==> config.mk <==
export PLATFORM = sky130hd
export DESIGN_NAME = ready_queue_with_sjf_sort_core_flat
export DESIGN_NICKNAME = d
export VERILOG_FILES = /design/src/hdl/rqs_pkg.sv /design/src/hdl/rqs_if.sv /design/src/hdl/ready_queue_with_sjf_sort_core.sv /design/src/hdl/rqs_ram.sv /design/src/flat_wrapper.sv
export SDC_FILE = /design/constraint.sdc
export NUM_CORES = 1
export LEC_CHECK = 0
export ABC_AREA = 1
export BUFFER_PORTS_ARGS = -buffer_cell sky130_fd_sc_hd__buf_2
export CAP_MARGIN = 20
export CELL_PAD_IN_SITES_DETAIL_PLACEMENT = 0
export CELL_PAD_IN_SITES_GLOBAL_PLACEMENT = 2
export CORE_UTILIZATION = 40
export CTS_CLUSTER_SIZE = 40
export DETAILED_ROUTE_END_ITERATION = 8
export PLACE_DENSITY = 0.88
export SLEW_MARGIN = 20
export SYNTH_ARGS = -nofsm -noshare
export SYNTH_HDL_FRONTEND = slang
export SYNTH_SLANG_ARGS = --single-unit
export TNS_END_PERCENT = 20
==> constraint.sdc <==
create_clock -name clk -period 9.29 [get_ports clk]
set_clock_uncertainty 0.2 [all_clocks]
set_input_delay 0.929 -clock clk [delete_from_list [all_inputs] [get_ports clk]]
set_output_delay 0.929 -clock clk [all_outputs]
set_load 0.03 [all_outputs]
==> src/hdl/rqs_pkg.sv <==
// ----------------------------------------------------------------------------
// rqs_pkg
// Shared types and defaults for the ready queue with shortest-job-first sort.
// ----------------------------------------------------------------------------
package rqs_pkg;

  localparam int DEPTH_DEF      = 16;
  localparam int ID_BITS_DEF    = 16;
  localparam int BURST_BITS_DEF = 16;

  typedef enum logic [2:0] {
    MODE_ENQ,
    MODE_DEQ,
    MODE_PEEK,
    MODE_SRCH,
    MODE_SORT
  } mode_t;

  typedef enum logic [1:0] {
    STAT_OK,
    STAT_FULL,
    STAT_EMPTY
  } status_t;

  typedef enum logic [2:0] {
    ST_IDLE,
    ST_HEAD,
    ST_SRCH,
    ST_SORT_RD,
    ST_SORT_CUR,
    ST_SORT_CMP,
    ST_SORT_PUT,
    ST_RESP
  } state_t;

endpackage

==> src/hdl/rqs_if.sv <==
// ----------------------------------------------------------------------------
// rqs_if
// Valid/ready channels of the ready queue: requests in, results out.
// ----------------------------------------------------------------------------
interface rqs_in_if #(
  parameter int ID_BITS    = rqs_pkg::ID_BITS_DEF,
  parameter int BURST_BITS = rqs_pkg::BURST_BITS_DEF
);
  logic                  valid;
  logic                  ready;
  logic [2:0]            mode;
  logic [ID_BITS-1:0]    entry_id;
  logic [BURST_BITS-1:0] entry_burst;

  modport source (output valid, output mode, output entry_id, output entry_burst,
                  input ready);
  modport sink   (input valid, input mode, input entry_id, input entry_burst,
                  output ready);
endinterface

interface rqs_out_if #(
  parameter int DEPTH      = rqs_pkg::DEPTH_DEF,
  parameter int ID_BITS    = rqs_pkg::ID_BITS_DEF,
  parameter int BURST_BITS = rqs_pkg::BURST_BITS_DEF
);
  localparam int CW = $clog2(DEPTH + 1);

  logic                  valid;
  logic                  ready;
  logic [ID_BITS-1:0]    out_id;
  logic [BURST_BITS-1:0] out_burst;
  logic                  found;
  logic [1:0]            status;
  logic [CW-1:0]         count;

  modport source (output valid, output out_id, output out_burst, output found,
                  output status, output count, input ready);
  modport sink   (input valid, input out_id, input out_burst, input found,
                  input status, input count, output ready);
endinterface

==> src/hdl/ready_queue_with_sjf_sort_core.sv <==
// ----------------------------------------------------------------------------
// ready_queue_with_sjf_sort_core
// Ring-buffer ready queue with enqueue, dequeue, peek, search by id and a
// stable insertion sort by burst time, all held in one entry RAM.
//
//   channel  dir  handshake        payload
//   in_ch    in   valid / ready    mode, entry_id, entry_burst
//   out_ch   out  valid / ready    out_id, out_burst, found, status, count
//
// One request is in flight at a time. Enqueue, rejected requests and unused modes
// go straight to the response state; dequeue and peek first read the head; a search
// reads one entry per step until a match or the last entry; a sort of n entries
// runs read, capture, compare and put states per entry, shifting greater ones up.
// Reset clears the state, pointers, occupancy and output valid; the RAM is not cleared.
// A stalled result holds the block in its response state until transferred.
// ----------------------------------------------------------------------------
module ready_queue_with_sjf_sort_core #(
  parameter int DEPTH      = rqs_pkg::DEPTH_DEF,
  parameter int ID_BITS    = rqs_pkg::ID_BITS_DEF,
  parameter int BURST_BITS = rqs_pkg::BURST_BITS_DEF
) (
  input logic      clk,
  input logic      rst_n,
  rqs_in_if.sink   in_ch,
  rqs_out_if.source out_ch
);
  import rqs_pkg::*;

  localparam int AW = $clog2(DEPTH);
  localparam int CW = $clog2(DEPTH + 1);
  localparam int EW = ID_BITS + BURST_BITS;
  localparam logic [AW-1:0] LAST_ADDR = AW'(DEPTH - 1);
  localparam logic [CW-1:0] FULL_CNT  = CW'(DEPTH);

  function automatic logic [AW-1:0] ring_next(input logic [AW-1:0] a);
    return (a == LAST_ADDR) ? '0 : a + 1'b1;
  endfunction

  function automatic logic [AW-1:0] ring_prev(input logic [AW-1:0] a);
    return (a == '0) ? LAST_ADDR : a - 1'b1;
  endfunction

  state_t state_r, state_nxt;

  logic [AW-1:0] head_r, head_nxt;
  logic [AW-1:0] tail_r, tail_nxt;
  logic [CW-1:0] occ_r, occ_nxt;

  logic                  deq_r, deq_nxt;
  logic [ID_BITS-1:0]    key_r, key_nxt;
  logic [AW-1:0]         ptr_r, ptr_nxt;
  logic [CW-1:0]         cnt_r, cnt_nxt;
  logic [AW-1:0]         j_r, j_nxt;
  logic [AW-1:0]         aj_r, aj_nxt;
  logic [AW-1:0]         am_r, am_nxt;
  logic [EW-1:0]         cur_r, cur_nxt;

  logic [ID_BITS-1:0]    res_id_r, res_id_nxt;
  logic [BURST_BITS-1:0] res_burst_r, res_burst_nxt;
  logic                  res_found_r, res_found_nxt;
  status_t               res_status_r, res_status_nxt;

  logic                  out_valid_r, out_valid_nxt;
  logic [ID_BITS-1:0]    out_id_r, out_id_nxt;
  logic [BURST_BITS-1:0] out_burst_r, out_burst_nxt;
  logic                  out_found_r, out_found_nxt;
  status_t               out_status_r, out_status_nxt;
  logic [CW-1:0]         out_count_r, out_count_nxt;

  logic          mem_we;
  logic [AW-1:0] mem_waddr;
  logic [EW-1:0] mem_wdata;
  logic [AW-1:0] mem_raddr;
  logic [EW-1:0] mem_rdata;

  logic in_fire;
  logic out_free;
  logic rd_match;
  logic rd_greater;
  logic last_cmp;
  logic last_ins;

  rqs_ram #(
    .WIDTH (EW),
    .DEPTH (DEPTH)
  ) u_entry_ram (
    .clk   (clk),
    .we    (mem_we),
    .waddr (mem_waddr),
    .wdata (mem_wdata),
    .raddr (mem_raddr),
    .rdata (mem_rdata)
  );

  assign in_ch.ready = (state_r == ST_IDLE);
  assign in_fire     = in_ch.valid && in_ch.ready;
  assign out_free    = !out_valid_r || out_ch.ready;

  assign rd_match   = (mem_rdata[EW-1:BURST_BITS] == key_r);
  assign rd_greater = (mem_rdata[BURST_BITS-1:0] > cur_r[BURST_BITS-1:0]);
  assign last_cmp   = ((cnt_r + 1'b1) == occ_r);
  assign last_ins   = ((cnt_r + 1'b1) == occ_r);

  always_comb begin
    state_nxt = state_r;
    unique case (state_r)
      ST_IDLE: begin
        if (in_fire) begin
          unique case (in_ch.mode)
            MODE_DEQ, MODE_PEEK: state_nxt = (occ_r == '0) ? ST_RESP : ST_HEAD;
            MODE_SRCH:           state_nxt = (occ_r == '0) ? ST_RESP : ST_SRCH;
            MODE_SORT:           state_nxt = (occ_r <= CW'(1)) ? ST_RESP : ST_SORT_RD;
            default:             state_nxt = ST_RESP;
          endcase
        end
      end
      ST_HEAD:     state_nxt = ST_RESP;
      ST_SRCH:     state_nxt = (rd_match || last_cmp) ? ST_RESP : ST_SRCH;
      ST_SORT_RD:  state_nxt = ST_SORT_CUR;
      ST_SORT_CUR: state_nxt = ST_SORT_CMP;
      ST_SORT_CMP: state_nxt = (rd_greater && (j_r != AW'(1))) ? ST_SORT_CMP : ST_SORT_PUT;
      ST_SORT_PUT: state_nxt = last_ins ? ST_RESP : ST_SORT_RD;
      ST_RESP:     state_nxt = out_free ? ST_IDLE : ST_RESP;
      default:     state_nxt = ST_IDLE;
    endcase
  end

  always_comb begin
    head_nxt       = head_r;
    tail_nxt       = tail_r;
    occ_nxt        = occ_r;
    deq_nxt        = deq_r;
    key_nxt        = key_r;
    ptr_nxt        = ptr_r;
    cnt_nxt        = cnt_r;
    j_nxt          = j_r;
    aj_nxt         = aj_r;
    am_nxt         = am_r;
    cur_nxt        = cur_r;
    res_id_nxt     = res_id_r;
    res_burst_nxt  = res_burst_r;
    res_found_nxt  = res_found_r;
    res_status_nxt = res_status_r;
    out_valid_nxt  = out_valid_r && !out_ch.ready;
    out_id_nxt     = out_id_r;
    out_burst_nxt  = out_burst_r;
    out_found_nxt  = out_found_r;
    out_status_nxt = out_status_r;
    out_count_nxt  = out_count_r;
    mem_we         = 1'b0;
    mem_waddr      = aj_r;
    mem_wdata      = cur_r;
    mem_raddr      = ptr_r;

    unique case (state_r)
      ST_IDLE: begin
        if (in_fire) begin
          res_id_nxt     = '0;
          res_burst_nxt  = '0;
          res_found_nxt  = 1'b0;
          res_status_nxt = STAT_OK;
          deq_nxt        = (in_ch.mode == MODE_DEQ);
          key_nxt        = in_ch.entry_id;
          mem_raddr      = head_r;
          ptr_nxt        = ring_next(head_r);
          cnt_nxt        = '0;
          unique case (in_ch.mode)
            MODE_ENQ: begin
              if (occ_r == FULL_CNT) begin
                res_status_nxt = STAT_FULL;
              end else begin
                mem_we    = 1'b1;
                mem_waddr = tail_r;
                mem_wdata = {in_ch.entry_id, in_ch.entry_burst};
                tail_nxt  = ring_next(tail_r);
                occ_nxt   = occ_r + 1'b1;
              end
            end
            MODE_DEQ, MODE_PEEK: begin
              if (occ_r == '0) begin
                res_status_nxt = STAT_EMPTY;
              end
            end
            MODE_SORT: cnt_nxt = CW'(1);
            default: ;
          endcase
        end
      end
      ST_HEAD: begin
        res_id_nxt    = mem_rdata[EW-1:BURST_BITS];
        res_burst_nxt = mem_rdata[BURST_BITS-1:0];
        if (deq_r) begin
          head_nxt = ring_next(head_r);
          occ_nxt  = occ_r - 1'b1;
        end
      end
      ST_SRCH: begin
        res_found_nxt = rd_match;
        ptr_nxt       = ring_next(ptr_r);
        cnt_nxt       = cnt_r + 1'b1;
      end
      ST_SORT_RD: ;
      ST_SORT_CUR: begin
        cur_nxt   = mem_rdata;
        j_nxt     = cnt_r[AW-1:0];
        aj_nxt    = ptr_r;
        am_nxt    = ring_prev(ptr_r);
        mem_raddr = ring_prev(ptr_r);
      end
      ST_SORT_CMP: begin
        mem_raddr = ring_prev(am_r);
        if (rd_greater) begin
          mem_we    = 1'b1;
          mem_waddr = aj_r;
          mem_wdata = mem_rdata;
          aj_nxt    = am_r;
          am_nxt    = ring_prev(am_r);
          j_nxt     = j_r - 1'b1;
        end
      end
      ST_SORT_PUT: begin
        mem_we    = 1'b1;
        mem_waddr = aj_r;
        mem_wdata = cur_r;
        cnt_nxt   = cnt_r + 1'b1;
        ptr_nxt   = ring_next(ptr_r);
      end
      ST_RESP: begin
        if (out_free) begin
          out_valid_nxt  = 1'b1;
          out_id_nxt     = res_id_r;
          out_burst_nxt  = res_burst_r;
          out_found_nxt  = res_found_r;
          out_status_nxt = res_status_r;
          out_count_nxt  = occ_r;
        end
      end
      default: ;
    endcase
  end

  always_ff @(posedge clk) begin
    if (!rst_n) begin
      state_r     <= ST_IDLE;
      head_r      <= '0;
      tail_r      <= '0;
      occ_r       <= '0;
      out_valid_r <= 1'b0;
    end else begin
      state_r     <= state_nxt;
      head_r      <= head_nxt;
      tail_r      <= tail_nxt;
      occ_r       <= occ_nxt;
      out_valid_r <= out_valid_nxt;
    end
  end

  always_ff @(posedge clk) begin
    deq_r        <= deq_nxt;
    key_r        <= key_nxt;
    ptr_r        <= ptr_nxt;
    cnt_r        <= cnt_nxt;
    j_r          <= j_nxt;
    aj_r         <= aj_nxt;
    am_r         <= am_nxt;
    cur_r        <= cur_nxt;
    res_id_r     <= res_id_nxt;
    res_burst_r  <= res_burst_nxt;
    res_found_r  <= res_found_nxt;
    res_status_r <= res_status_nxt;
    out_id_r     <= out_id_nxt;
    out_burst_r  <= out_burst_nxt;
    out_found_r  <= out_found_nxt;
    out_status_r <= out_status_nxt;
    out_count_r  <= out_count_nxt;
  end

  assign out_ch.valid     = out_valid_r;
  assign out_ch.out_id    = out_id_r;
  assign out_ch.out_burst = out_burst_r;
  assign out_ch.found     = out_found_r;
  assign out_ch.status    = out_status_r;
  assign out_ch.count     = out_count_r;

`ifndef NO_ASSERTIONS
  a_occ_bound: assert property (@(posedge clk) disable iff (!rst_n)
    occ_r <= FULL_CNT)
    else $error("Occupancy exceeds the queue depth.");

  a_enq_count: assert property (@(posedge clk) disable iff (!rst_n)
    in_fire && (in_ch.mode == MODE_ENQ) && (occ_r != FULL_CNT)
      |=> occ_r == $past(occ_r) + 1'b1)
    else $error("Accepted enqueue did not raise the occupancy by one.");

  a_occ_quiet: assert property (@(posedge clk) disable iff (!rst_n)
    !in_fire && (state_r != ST_HEAD) |=> $stable(occ_r))
    else $error("Occupancy changed outside an enqueue or dequeue.");

  a_resp_hold: assert property (@(posedge clk) disable iff (!rst_n)
    (state_r == ST_RESP) && out_valid_r && !out_ch.ready |=> state_r == ST_RESP)
    else $error("Response state left while the previous result was stalled.");
`endif

endmodule

==> src/hdl/rqs_ram.sv <==
// ----------------------------------------------------------------------------
// rqs_ram
// Generic single-clock RAM with one write port and one registered read port.
// ----------------------------------------------------------------------------
module rqs_ram #(
  parameter int WIDTH = 32,
  parameter int DEPTH = 16
) (
  input  logic                     clk,
  input  logic                     we,
  input  logic [$clog2(DEPTH)-1:0] waddr,
  input  logic [WIDTH-1:0]         wdata,
  input  logic [$clog2(DEPTH)-1:0] raddr,
  output logic [WIDTH-1:0]         rdata
);

  logic [WIDTH-1:0] mem [DEPTH];

  always_ff @(posedge clk) begin
    if (we) begin
      mem[waddr] <= wdata;
    end
    rdata <= mem[raddr];
  end

endmodule
==> src/flat_wrapper.sv <==
// flat-port wrapper written by rule: the top's interface ports become plain ports
module ready_queue_with_sjf_sort_core_flat import rqs_pkg::*;
#(
  parameter int DEPTH      = rqs_pkg::DEPTH_DEF,
  parameter int ID_BITS    = rqs_pkg::ID_BITS_DEF,
  parameter int BURST_BITS = rqs_pkg::BURST_BITS_DEF
)
  (clk, rst_n, in_ch_valid, in_ch_mode, in_ch_entry_id, in_ch_entry_burst, in_ch_ready, out_ch_valid, out_ch_out_id, out_ch_out_burst, out_ch_found, out_ch_status, out_ch_count, out_ch_ready);
  rqs_in_if #(.ID_BITS(ID_BITS), .BURST_BITS(BURST_BITS)) in_ch_i ();
  rqs_out_if #(.DEPTH(DEPTH), .ID_BITS(ID_BITS), .BURST_BITS(BURST_BITS)) out_ch_i ();
  input logic clk;
  input logic rst_n;
  input wire logic [$bits(in_ch_i.valid)-1:0] in_ch_valid;
  input wire logic [$bits(in_ch_i.mode)-1:0] in_ch_mode;
  input wire logic [$bits(in_ch_i.entry_id)-1:0] in_ch_entry_id;
  input wire logic [$bits(in_ch_i.entry_burst)-1:0] in_ch_entry_burst;
  output wire logic [$bits(in_ch_i.ready)-1:0] in_ch_ready;
  output wire logic [$bits(out_ch_i.valid)-1:0] out_ch_valid;
  output wire logic [$bits(out_ch_i.out_id)-1:0] out_ch_out_id;
  output wire logic [$bits(out_ch_i.out_burst)-1:0] out_ch_out_burst;
  output wire logic [$bits(out_ch_i.found)-1:0] out_ch_found;
  output wire logic [$bits(out_ch_i.status)-1:0] out_ch_status;
  output wire logic [$bits(out_ch_i.count)-1:0] out_ch_count;
  input wire logic [$bits(out_ch_i.ready)-1:0] out_ch_ready;
  assign in_ch_i.valid = in_ch_valid;
  assign in_ch_i.mode = in_ch_mode;
  assign in_ch_i.entry_id = in_ch_entry_id;
  assign in_ch_i.entry_burst = in_ch_entry_burst;
  assign in_ch_ready = in_ch_i.ready;
  assign out_ch_valid = out_ch_i.valid;
  assign out_ch_out_id = out_ch_i.out_id;
  assign out_ch_out_burst = out_ch_i.out_burst;
  assign out_ch_found = out_ch_i.found;
  assign out_ch_status = out_ch_i.status;
  assign out_ch_count = out_ch_i.count;
  assign out_ch_i.ready = out_ch_ready;
  ready_queue_with_sjf_sort_core #(.DEPTH(DEPTH), .ID_BITS(ID_BITS), .BURST_BITS(BURST_BITS)) u_core (.clk(clk), .rst_n(rst_n), .in_ch(in_ch_i), .out_ch(out_ch_i));
endmodule
# [Yosys cells after proc, flatten, opt, wreduce, memory -nomap -nowiden]
# Memory sizes are Yosys's and may differ from the RTL's. A register that Yosys moved wholly into a read port is not among the register bits.
# Index checks and enable logic that the tools add are counted.
[word_totals] elab_cells=144 memories=1 mem_bits_rw=512 ff_bits=162
[op_classes] n_eq_ne=23 mux=59 magnitude_cmp=2 reduce_logical=27 n_bitwise=1 addsub=9
[mem_list] memory="u_core.u_entry_ram.mem" depth=16 word_bits=32 read_ports=1 rd_clocked_by_memory_dff=1 write_ports=1 line="rqs_ram.sv:17" rtl="logic [WIDTH-1:0] mem [DEPTH];"
[op_table] op="two-way mux 32 bit" count=4
[op_table] op="case mux 16 bit (2 select lines)" count=2
[op_table] op="case mux 32 bit (2 select lines)" count=1
[op_table] op="two-way mux 4 bit" count=14
[op_table] op="case mux 4 bit (2 select lines)" count=4
[op_table] op="two-way mux 5 bit" count=5
[op_table] op="case mux 3 bit (8 select lines)" count=1
[op_table] op="two-way mux 3 bit" count=7
[op_table] op="case mux 5 bit (2 select lines)" count=2
[op_table] op="== test 16 bit" count=1
[op_table] op="> comparator 16 bit" count=1
[op_table] op="two-way mux 16 bit" count=1
[op_table] op="== test 3 bit (second input constant)" count=5
[op_table] op="AND reduction 2 bit" count=7
[op_table] op="adder 4 x 1 -> 4 bit (second input constant)" count=3
[op_table] op="== test 3 x 2 -> 1 bit (second input constant)" count=4
[op_table] op="== test 4 bit (second input constant)" count=3
[op_table] op="case mux 4 bit (3 select lines)" count=1
[op_table] op="subtractor 4 x 1 -> 4 bit (second input constant)" count=3
[op_table] op="two-way mux 1 bit" count=11
[op_table] op="adder 5 x 1 -> 5 bit (second input constant)" count=2
[op_table] op="case mux 3 bit (3 select lines)" count=1
[op_table] op="zero test 4 bit" count=2
[op_table] op="nonzero test 2 bit" count=4
[op_table] op="21 further kinds" count=32

# [Longest topological paths before layout]
# Gate-level depths: netlist (run 1).
[logic_depth] word_depth=7 mapped_depth=16 depth_no_buf=16

# [Hierarchy]
# From an unflattened synthesis (run 1), not the netlist that was laid out.
[hier_totals] cells_unflattened=2952 hier_area_um2=30813.3
[by_module_without_submodules] module="rqs_ram" n_inst=1 cells_per_inst=2122 area_per_inst_um2=22731.8 seq_area_each_um2=16015.4
[by_module_without_submodules] module="ready_queue_with_sjf_sort_core" n_inst=1 cells_per_inst=830 area_per_inst_um2=8081.5 seq_area_each_um2=4694.5

# [Worst setup path before layout (run 1)]
# Ideal clock, no wire load.
[synth_timing] path_kind="input to register" startpoint="in in_ch_mode[0]" endpoint="mem u_core.u_entry_ram.mem[10][0] (enable)" slack_ns=5.402 path_stages=10 arrival_time_ns=3.267 path_cell_list="nor2_1 -> nand2_1 -> nor2_2 -> nand2_2 -> or2_2 -> o21ai_2 -> nand2_1 -> clkinv_1 -> nand2_1 -> nor2_1"
[synth_between] elab_chain_cells=6 elab_cells_between_ends=9 classes_between="mux (8); reduce/logical (1)"
[synth_rtl] item="from (decl)" line="flat_wrapper.sv:14" rtl="input wire logic [$bits(in_ch_i.mode)-1:0] in_ch_mode;"
[synth_rtl] item="zero test 3 bit (*)"
[synth_rtl] item="two-way mux 1 bit" line="ready_queue_with_sjf_sort_core.sv:167" rtl="unique case (in_ch.mode)"
[synth_rtl] item="two-way mux 1 bit" line="ready_queue_with_sjf_sort_core.sv:157" rtl="if (in_fire) begin"
[synth_rtl] item="case mux 1 bit (3 select lines)" line="ready_queue_with_sjf_sort_core.sv:155" rtl="unique case (state_r)"
[synth_rtl] item="two-way mux 1 bit" line="rqs_ram.sv:20" rtl="if (we) begin"
[synth_rtl] item="two-way mux 1 bit (not written as such)" line="rqs_ram.sv:21" rtl="mem[waddr] <= wdata;"
[synth_rtl] item="to (decl)" line="rqs_ram.sv:17"
# Mark *: on every way between the ends. The rest lies on a longest branch, timed or not.

# [Worst setup path after layout (run 1)]
[layout_timing] startpoint="reg u_core.occ_r[0]" endpoint="mem u_core.u_entry_ram.mem[11][25] (enable)"
[layout_between] elab_chain_cells=7 elab_cells_between_ends=11 classes_between="eq/ne (1); mux (10)"
[layout_rtl] item="from (decl)" line="ready_queue_with_sjf_sort_core.sv:47" rtl="logic [CW-1:0] occ_r, occ_nxt;"
[layout_rtl] item="from (signal assigned)" line="ready_queue_with_sjf_sort_core.sv:253" rtl="occ_r <= occ_nxt;"
[layout_rtl] item="== test 5 bit (*)" line="ready_queue_with_sjf_sort_core.sv:169" rtl="if (occ_r == FULL_CNT) begin"
[layout_rtl] item="two-way mux 1 bit" line="ready_queue_with_sjf_sort_core.sv:169"
[layout_rtl] item="two-way mux 1 bit" line="ready_queue_with_sjf_sort_core.sv:167"
[layout_rtl] item="two-way mux 1 bit" line="ready_queue_with_sjf_sort_core.sv:157"
[layout_rtl] item="case mux 1 bit (3 select lines)" line="ready_queue_with_sjf_sort_core.sv:155"
[layout_rtl] item="two-way mux 1 bit" line="rqs_ram.sv:20"
[layout_rtl] item="two-way mux 1 bit (not written as such)" line="rqs_ram.sv:21"
# Marks and branches as above.

==> results of run 1 <==
==> power by group through the flow <==
| stage | logic (mW) | registers, mW | clock network [mW] |
|---|---|---|---|
| CTS | 5.76 | 4.75 | 2.95 |
| detailed placement | 5.73 | 4.81 | 0 |
| global route | 6.39 | 4.79 | 3.07 |
| floorplan | 3.85 | 4.74 | 0 |
| global placement | 5.64 | 4.80 | 0 |
| finish | 5.74 | 4.75 | 2.90 |
==> cells by family (layout without fill, tap and decap cells) <==
family                     Yosys count  in the layout
adders and majority gates           29             29
buffers and inverters              704            852
xor gates and xnor gates            10             10
AOI/OAI and AO/OA                  169            169
and+or+nand+nor                   1378           1378
DFF                                706            706
==> stage by stage <==
step	total power, mW	instance area [um^2]
6_report	13.4	34900
5_1_grt	14.3	34900
4_1_cts	13.5	34800
3_5_place_dp	10.5	32500
3_3_place_gp	10.4	32500
2_1_floorplan	8.59	30800
==> worst min path at each step <==
stage | to | slack [ns]
finish | u_core.out_ch.out_id[4] | 0.22
global route | u_core.out_ch.out_id[1] | 0.22
CTS | u_core.out_ch.out_id[4] | 0.22
detailed placement | u_core.out_ch.out_id[4] | 0.20
global placement | u_core.out_ch.out_id[4] | 0.20
floorplan | u_core.out_ch.found | 0.20
==> registers in the layout, indices dropped and copies added, names as in the netlist, 4 cells and up <==
| register | flops |
|---|---|
| u_core.occ_r | 5 |
| u_core.u_entry_ram.rdata | 32 |
| u_core.out_ch.out_id | 16 |
| u_core.res_id_r | 16 |
| u_core.tail_r | 4 |
| u_core.key_r | 16 |
| u_core.cnt_r | 5 |
| u_core.am_r | 4 |
| u_core.out_ch.out_burst | 16 |
| u_core.j_r | 4 |
| u_core.ptr_r | 4 |
| u_core.head_r | 4 |
| u_core.out_ch.count | 5 |
| u_core.cur_r | 32 |
| u_core.aj_r | 4 |
| u_core.u_entry_ram.mem | 512 |
| u_core.res_burst_r | 16 |
==> per-layer routing <==
metal  share of wire  vias up  global-route usage
met5               0        -                   0
met4           0.025        0              0.0633
met2            0.48      681               0.348
met3           0.060      132              0.0299
li1                -     9949                   -
met1            0.44    10089               0.284
==> final cells by class <==
class,count,area (um^2)
clock inverters,28,240
multi-input cells,1586,7460
inverters,574,2160
flip-flops and latches,706,20700
well taps,1030,1290
fillers,7056,41200
repair buffers,145,892
clock buffers,105,2110
==> synth_stat cells, drive strengths merged, types with 11 or more instances <==
master / count / share of area
buf: 103 / 0.017
nor2: 131 / 0.017
ha: 29 / 0.012
nand3: 452 / 0.074
edfxtp: 657 / 0.64
nand4: 11 / 0.0024
clkbuf: 27 / 0.0033
o21ai: 100 / 0.017
dfxtp: 49 / 0.032
inv: 573 / 0.070
nand2: 766 / 0.094
a22oi: 30 / 0.0073
a21oi: 24 / 0.0039
==> reports/results.txt, run 1 <==
Mapped Nets: 3,064
Maximum Capacitance Violations: 0
post-synth cell types: 40
highest-count cells in the layout ignoring fill and taps: nand2_1, edfxtp_1, inv_1
routed vias/inst: 5.00
#FFs+latches synth: 706
Setup CP Type: reg2reg
Slew HR: 0.266
peak supply drop: 0.320 mV
Starting Density: 0.404
post-synthesis simple-gate area fraction: 0.190
layout cell share with drive strength beyond 1: 0.0926
CP max FO: 25
hold depth: 0
Core Rows: 101
placed insts: 4,040
first-pass GRT wire length: 123 mm
setup TNS: 0 ns
GRT Overall Usage: 0.209
H-tree depth: 3
WP depth: 13
fmax: 231 MHz
PD cells: 384 mW/mm^2
crit end category: flop
die height: 279 um
Synth Warn #: 0
Tmin final: 4.32 ns
adder-cell share of the synthesized area: 0.0118
total grt overflow: 0
Routed WL per cell: 19.4 um
Critical Path RT: 9.32 ns
die area: 0.0780 mm^2
Area Overhead vs Synth: 13.3%
largest family of logic cells by synthesized area: simple AND/OR/NAND/NOR gates
most used flip-flop cell after synthesis: edfxtp_1
P_leak: 14.8 nW
Setup violations, final: 0
worst r2r src: u_core.occ_r[0]
Async S/R FF share, synth: 0
CTS Buf Count: 75
# resized after CTS: 0
DRT iter0 DRCs: 1,891
post-route setup slack: 4.97 ns
Compound-Gate Fraction of Synth Area: 0.0313
dpl ws: 4.51 ns
count of input and output buffers: 80
Detail Route Antenna Nets: 0
EDFF count, synth: 657
Worst Tran Pin Value: 1.10 ns
worst min path class: reg2reg
ant diodes: 0
family with the most delay on the worst path: buffers and inverters
Clk pwr share: 0.217
final period utilization: 0.465
HPWL after DPL: 43.4 mm
Mean Syn Cell Area: 10.3 um^2
outcome: complete, no violations
vias after detailed routing: 20,851
vias in the first global route: 20,207
drc violations: 0
core area: 0.0761 mm^2
CP Launch Type: flop
worst path arrival time: 4.35 ns
RSZ-0062 raised after global routing: no
Post-CTS Hold Buffers: 0
share of cell area taken by muxes after synthesis: 0
Flop pwr share: 0.355
clock-pin slew on the worst setup and hold paths: 0.06 ns
drt pass-1 iters: 5
Fin. Hold Viols: 0
crit path buf inv count: 5
antenna violations before repair: 0
Num Clock Sinks: 706
RePlAce Congestion: 0.805
Clock Tree Root: clkbuf_16
# nets final: 3,156
Reg2Reg Depth: 13
HP Start: u_core.res_id_r[4]
I/O pin count: 81
commonest non-fill, non-tap cell in the layout: nand2_1
Mapped Area: 0.0308 mm^2
Sw Share: 0.423
Comb power frac: 0.429
clock tree buffer depth: 3
cell count after synthesis: 2,996
Critical Path Start: u_core.occ_r[0]
Die Wd: 279 um
Max Slew Vio Count: 0
largest net degree at the start of global routing: 99
worst r2r dst: u_core.u_entry_ram.mem[11][25]
xor/xnor share of the synthesized area: 0.00285
final wirelength: 81.1 mm
P_sw: 5.67 mW
critical-path cell list: inv_1 -> ha_1 -> nand3_1 -> nor2_1 -> inv_1 -> nand2_2 -> inv_2 -> buf_4 -> nor2_1 -> nand2_1 -> nand2_1 -> nor2_4 -> buf_4
CTS tree: built
flop2flop setup slack: 4.97 ns
slowest cell on the critical path: buf_4
crit path capture: u_core.u_entry_ram.mem[11][25]
Hold Slack: 0.218 ns
fin util: 0.458
internal power: 7.72 mW
Post-CTS Setup Bufs: 0
Clock Latency Late Sink: 0.62 ns
post-synthesis sequential area ratio: 0.673
max incr delay on CP: 0.52 ns
post-route insts no fill: 4,174
Note: power is estimated with default switching activity, not from simulation.
==> run 2: changes to the inputs <==
--- a/config.mk
+++ b/config.mk
@@ -5,7 +5,7 @@
 export SDC_FILE = /design/constraint.sdc
 export NUM_CORES = 1
 export LEC_CHECK = 0
-export ABC_AREA = 1
+export ABC_AREA = 0
 export BUFFER_PORTS_ARGS = -buffer_cell sky130_fd_sc_hd__buf_2
 export CAP_MARGIN = 20
 export CELL_PAD_IN_SITES_DETAIL_PLACEMENT = 0
@@ -13,7 +13,7 @@
 export CORE_UTILIZATION = 40
 export CTS_CLUSTER_SIZE = 40
 export DETAILED_ROUTE_END_ITERATION = 8
-export PLACE_DENSITY = 0.88
+export PLACE_DENSITY = 0.83
 export SLEW_MARGIN = 20
 export SYNTH_ARGS = -nofsm -noshare
 export SYNTH_HDL_FRONTEND = slang
==> constraint.sdc (replaced) <==
create_clock -name clk -period 3.5 [get_ports clk]
set_clock_uncertainty 0.2 [all_clocks]
set_input_delay 0.35 -clock clk [delete_from_list [all_inputs] [get_ports clk]]
set_output_delay 0.35 -clock clk [all_outputs]
set_load 0.03 [all_outputs]
==> reports/results.txt, run 2 <==
count of input and output buffers: 80 (unchanged)
ant diodes: 0 (unchanged)
vias in the first global route: 16,116 (-20%)
Mean Syn Cell Area: 16.3 um^2 (+59%)
crit end category: flop
CTS tree: built
final period utilization: 0.956 (+0.490)
clock-pin slew on the worst setup and hold paths: 0.06 ns (about the same)
drc violations: 0 (unchanged)
first-pass GRT wire length: 103 mm (-16%)
peak supply drop: 0.503 mV (+57%)
HPWL after DPL: 40.8 mm (-6.0%)
Synth top cells by count: edfxtp_1, mux2i_1, nor2_1, a21oi_1, dfxtp_1
worst path arrival time: 3.43 ns (-0.92 ns)
P_leak: 11.6 nW (-22%)
cell count after synthesis: 1,763 (-41%)
post-synthesis sequential area ratio: 0.721 (+0.0482)
Setup CP Type: reg2reg
Setup violations, final: 0 (unchanged)
Tmin final: 3.35 ns (-0.978 ns)
most used flip-flop cell after synthesis: edfxtp_1
Clock Tree Root: clkbuf_16
DRT iter0 DRCs: 1,485 (-21%)
drt pass-1 iters: 7 (+2)
vias after detailed routing: 15,917 (-24%)
clock tree buffer depth: 3 (unchanged)
Routed WL per cell: 23.2 um (+20%)
Num Clock Sinks: 706 (unchanged)
post-synth cell types: 71 (+78%)
CP Launch Type: flop
post-route insts no fill: 2,955 (-29%)
Synth Warn #: 0 (unchanged)
highest-count cells in the layout ignoring fill and taps: edfxtp_1, mux2i_1, nor2_1, a21oi_1, buf_2
cell accounting for the most synthesized area: edfxtp_1
critical-path cell list: inv_1 -> ha_1 -> nand4_1 -> or3_1 -> o221a_2 -> nor2_4 -> buf_12 -> buf_6 -> o32ai_1 -> buf_4 -> nor2_4 -> buf_12
antenna violations before repair: 3 (+3)
#FFs+latches synth: 706 (unchanged)
RePlAce Congestion: 0.786 (-2.4%)
Detail Route Antenna Nets: 0 (unchanged)
Mapped Area: 0.0287 mm^2 (-6.7%)
Mapped Nets: 1,831 (-40%)
Clock Latency Late Sink: 0.62 ns (about the same)
register area: 0.0207 mm^2 (unchanged)
I/O pin count: 81 (unchanged)
cell area after layout: 0.0336 mm^2 (-3.6%)
CTS Buf Count: 70 (-6.7%)
core area: 0.0705 mm^2 (-7.3%)
largest net degree at the start of global routing: 53 (-46%)
CP max FO: 23 (-8.0%)
# nets final: 2,026 (-36%)
Die Wd: 270 um (-3.4%)
main area contributors after synthesis: edfxtp_1, mux2i_1, dfxtp_1
H-tree depth: 3 (unchanged)
worst min path class: in2reg
most frequent cell after synthesis: edfxtp_1
PD cells: 895 mW/mm^2 (+130%)
final wirelength: 68.6 mm (-15%)
placed insts: 2,804 (-31%)
Fin. Hold Viols: 0 (unchanged)
Maximum Capacitance Violations: 0 (unchanged)
fillcell total: 5,933 (-16%)
commonest non-fill, non-tap cell in the layout: edfxtp_1
layout cell share with drive strength beyond 1: 0.177 (+0.0846)
Starting Density: 0.407 (+0.00273)
Critical Path RT: 3.59 ns (-5.73 ns)
Multi-input gate area: 0.00744 mm^2 (-0.22%)
Synth top area share: 0.687 (+0.0459)
Top Registers: u_core.u_entry_ram.mem (512), u_core.cur_r (32), u_core.u_entry_ram.rdata (32)
number of flip-flops under the largest register name: 512 (unchanged)
Worst Tran Pin Value: 0.980 ns (-0.121 ns)
Largest Register: u_core.u_entry_ram.mem
Post-CTS Setup Bufs: 0 (unchanged)
total grt overflow: 0 (unchanged)
max incr delay on CP: 0.41 ns (-0.11 ns)
Core Rows: 97 (-4.0%)
GRT Overall Usage: 0.189 (-0.0205)
die area: 0.0729 mm^2 (-6.6%)
RSZ-0062 raised after global routing: no
Max Slew Vio Count: 0 (unchanged)
Area Overhead vs Synth: 17.1%
fmax: 299 MHz (+29%)
EDFF count, synth: 657 (unchanged)
Async S/R FF share, synth: 0 (unchanged)
outcome: complete, no violations
Post-DP Area: 0.0312 mm^2 (-4.1%)
slowest cell on the critical path: or3_1
die height: 270 um (-3.4%)
routed vias/inst: 5.39 (+7.8%)
Slew HR: 0.343 (+0.0769)
## run 2: timing repair
action | CTS | global route
endpoints found under the hold margin | 20 | 0
hold buffers | 22 | 0
resized for setup | 0 | 1
endpoints found under the setup margin | 0 | 95
## run 2: logic make-up (layout without fill, tap and decap cells)
family / count (synthesis) / count (layout) / share of synthesized area
AO/OA/AOI/OAI: 281 / 281 / 0.0674
flip-flops: 706 / 706 / 0.721
buffers and inverters: 123 / 375 / 0.0269
multiplexers: 325 / 325 / 0.116
XOR/XNOR: 33 / 33 / 0.0101
adder cells (fa/ha/maj): 29 / 29 / 0.0126
AND/OR/NAND/NOR: 266 / 266 / 0.0455
## run 2: per-stage QoR
stage / hold WS, ns / TNS (ns) / total power [mW] / utilization / setup WS, ns
floorplan: 0.200 / -188.96 / 19.5 / - / -0.511
global placement: 0.203 / 0 / 22.7 / 0.441 / 0.0510
detailed placement: 0.205 / 0 / 22.9 / 0.442 / 0.126
CTS: 0.0425 / 0 / 30.3 / 0.477 / 0.0998
global route: 0.0822 / 0 / 31.5 / 0.477 / 0.0224
finish: 0.0720 / 0 / 30.1 / 0.477 / 0.155
## run 2: worst paths after layout
check,start,to,slack [ns],depth (start not counted)
hold / removal,rst_n,u_core.head_r[1],0.07,3
hold reg to reg,u_core.res_burst_r[3],u_core.out_ch.out_burst[3],0.21,0
setup / recovery,u_core.cur_r[13],u_core.u_entry_ram.mem[5][9],0.15,12
setup reg to reg,u_core.cur_r[13],u_core.u_entry_ram.mem[5][9],0.15,12
## run 2: layout make-up
type,instances,share of cell area
Clock buffer,93,0.0575
Timing Repair Buffer,213,0.0571
Tap cell,940,0.0350
Inverter,33,0.00376
Sequential cell,706,0.616
Clock inverter,36,0.00930
Multi-Input combinational cell,934,0.221
## run 2: report_power, final
group          leakage, nW  switching [mW]  internal, mW
clock network         1.10            3.11          4.27
logic                 4.11            6.53          4.38
registers             6.38           0.628          11.2
## run 2: routing by layer
| metal | vias to the layer above | part of all wire | global-route usage | wire [um] |
|---|---|---|---|---|
| met2 | 492 | 0.50 | 0.320 | 34000 |
| li1 | 7264 | - | - | - |
| met4 | 0 | 0.023 | 0.0643 | 1580 |
| met3 | 97 | 0.062 | 0.0310 | 4240 |
| met1 | 8064 | 0.42 | 0.246 | 28800 |
| met5 | - | 0 | 0 | 0 |
## run 2: worst max-delay path, delay by kind of cell (launching register included)
kind,cells,cell delay (ns)
AOI/OAI and AO/OA,2,0.42
adders and majority gates,1,0.31
and+or+nand+nor,4,0.84
DFF,1,0.35
buffers and inverters,5,0.86
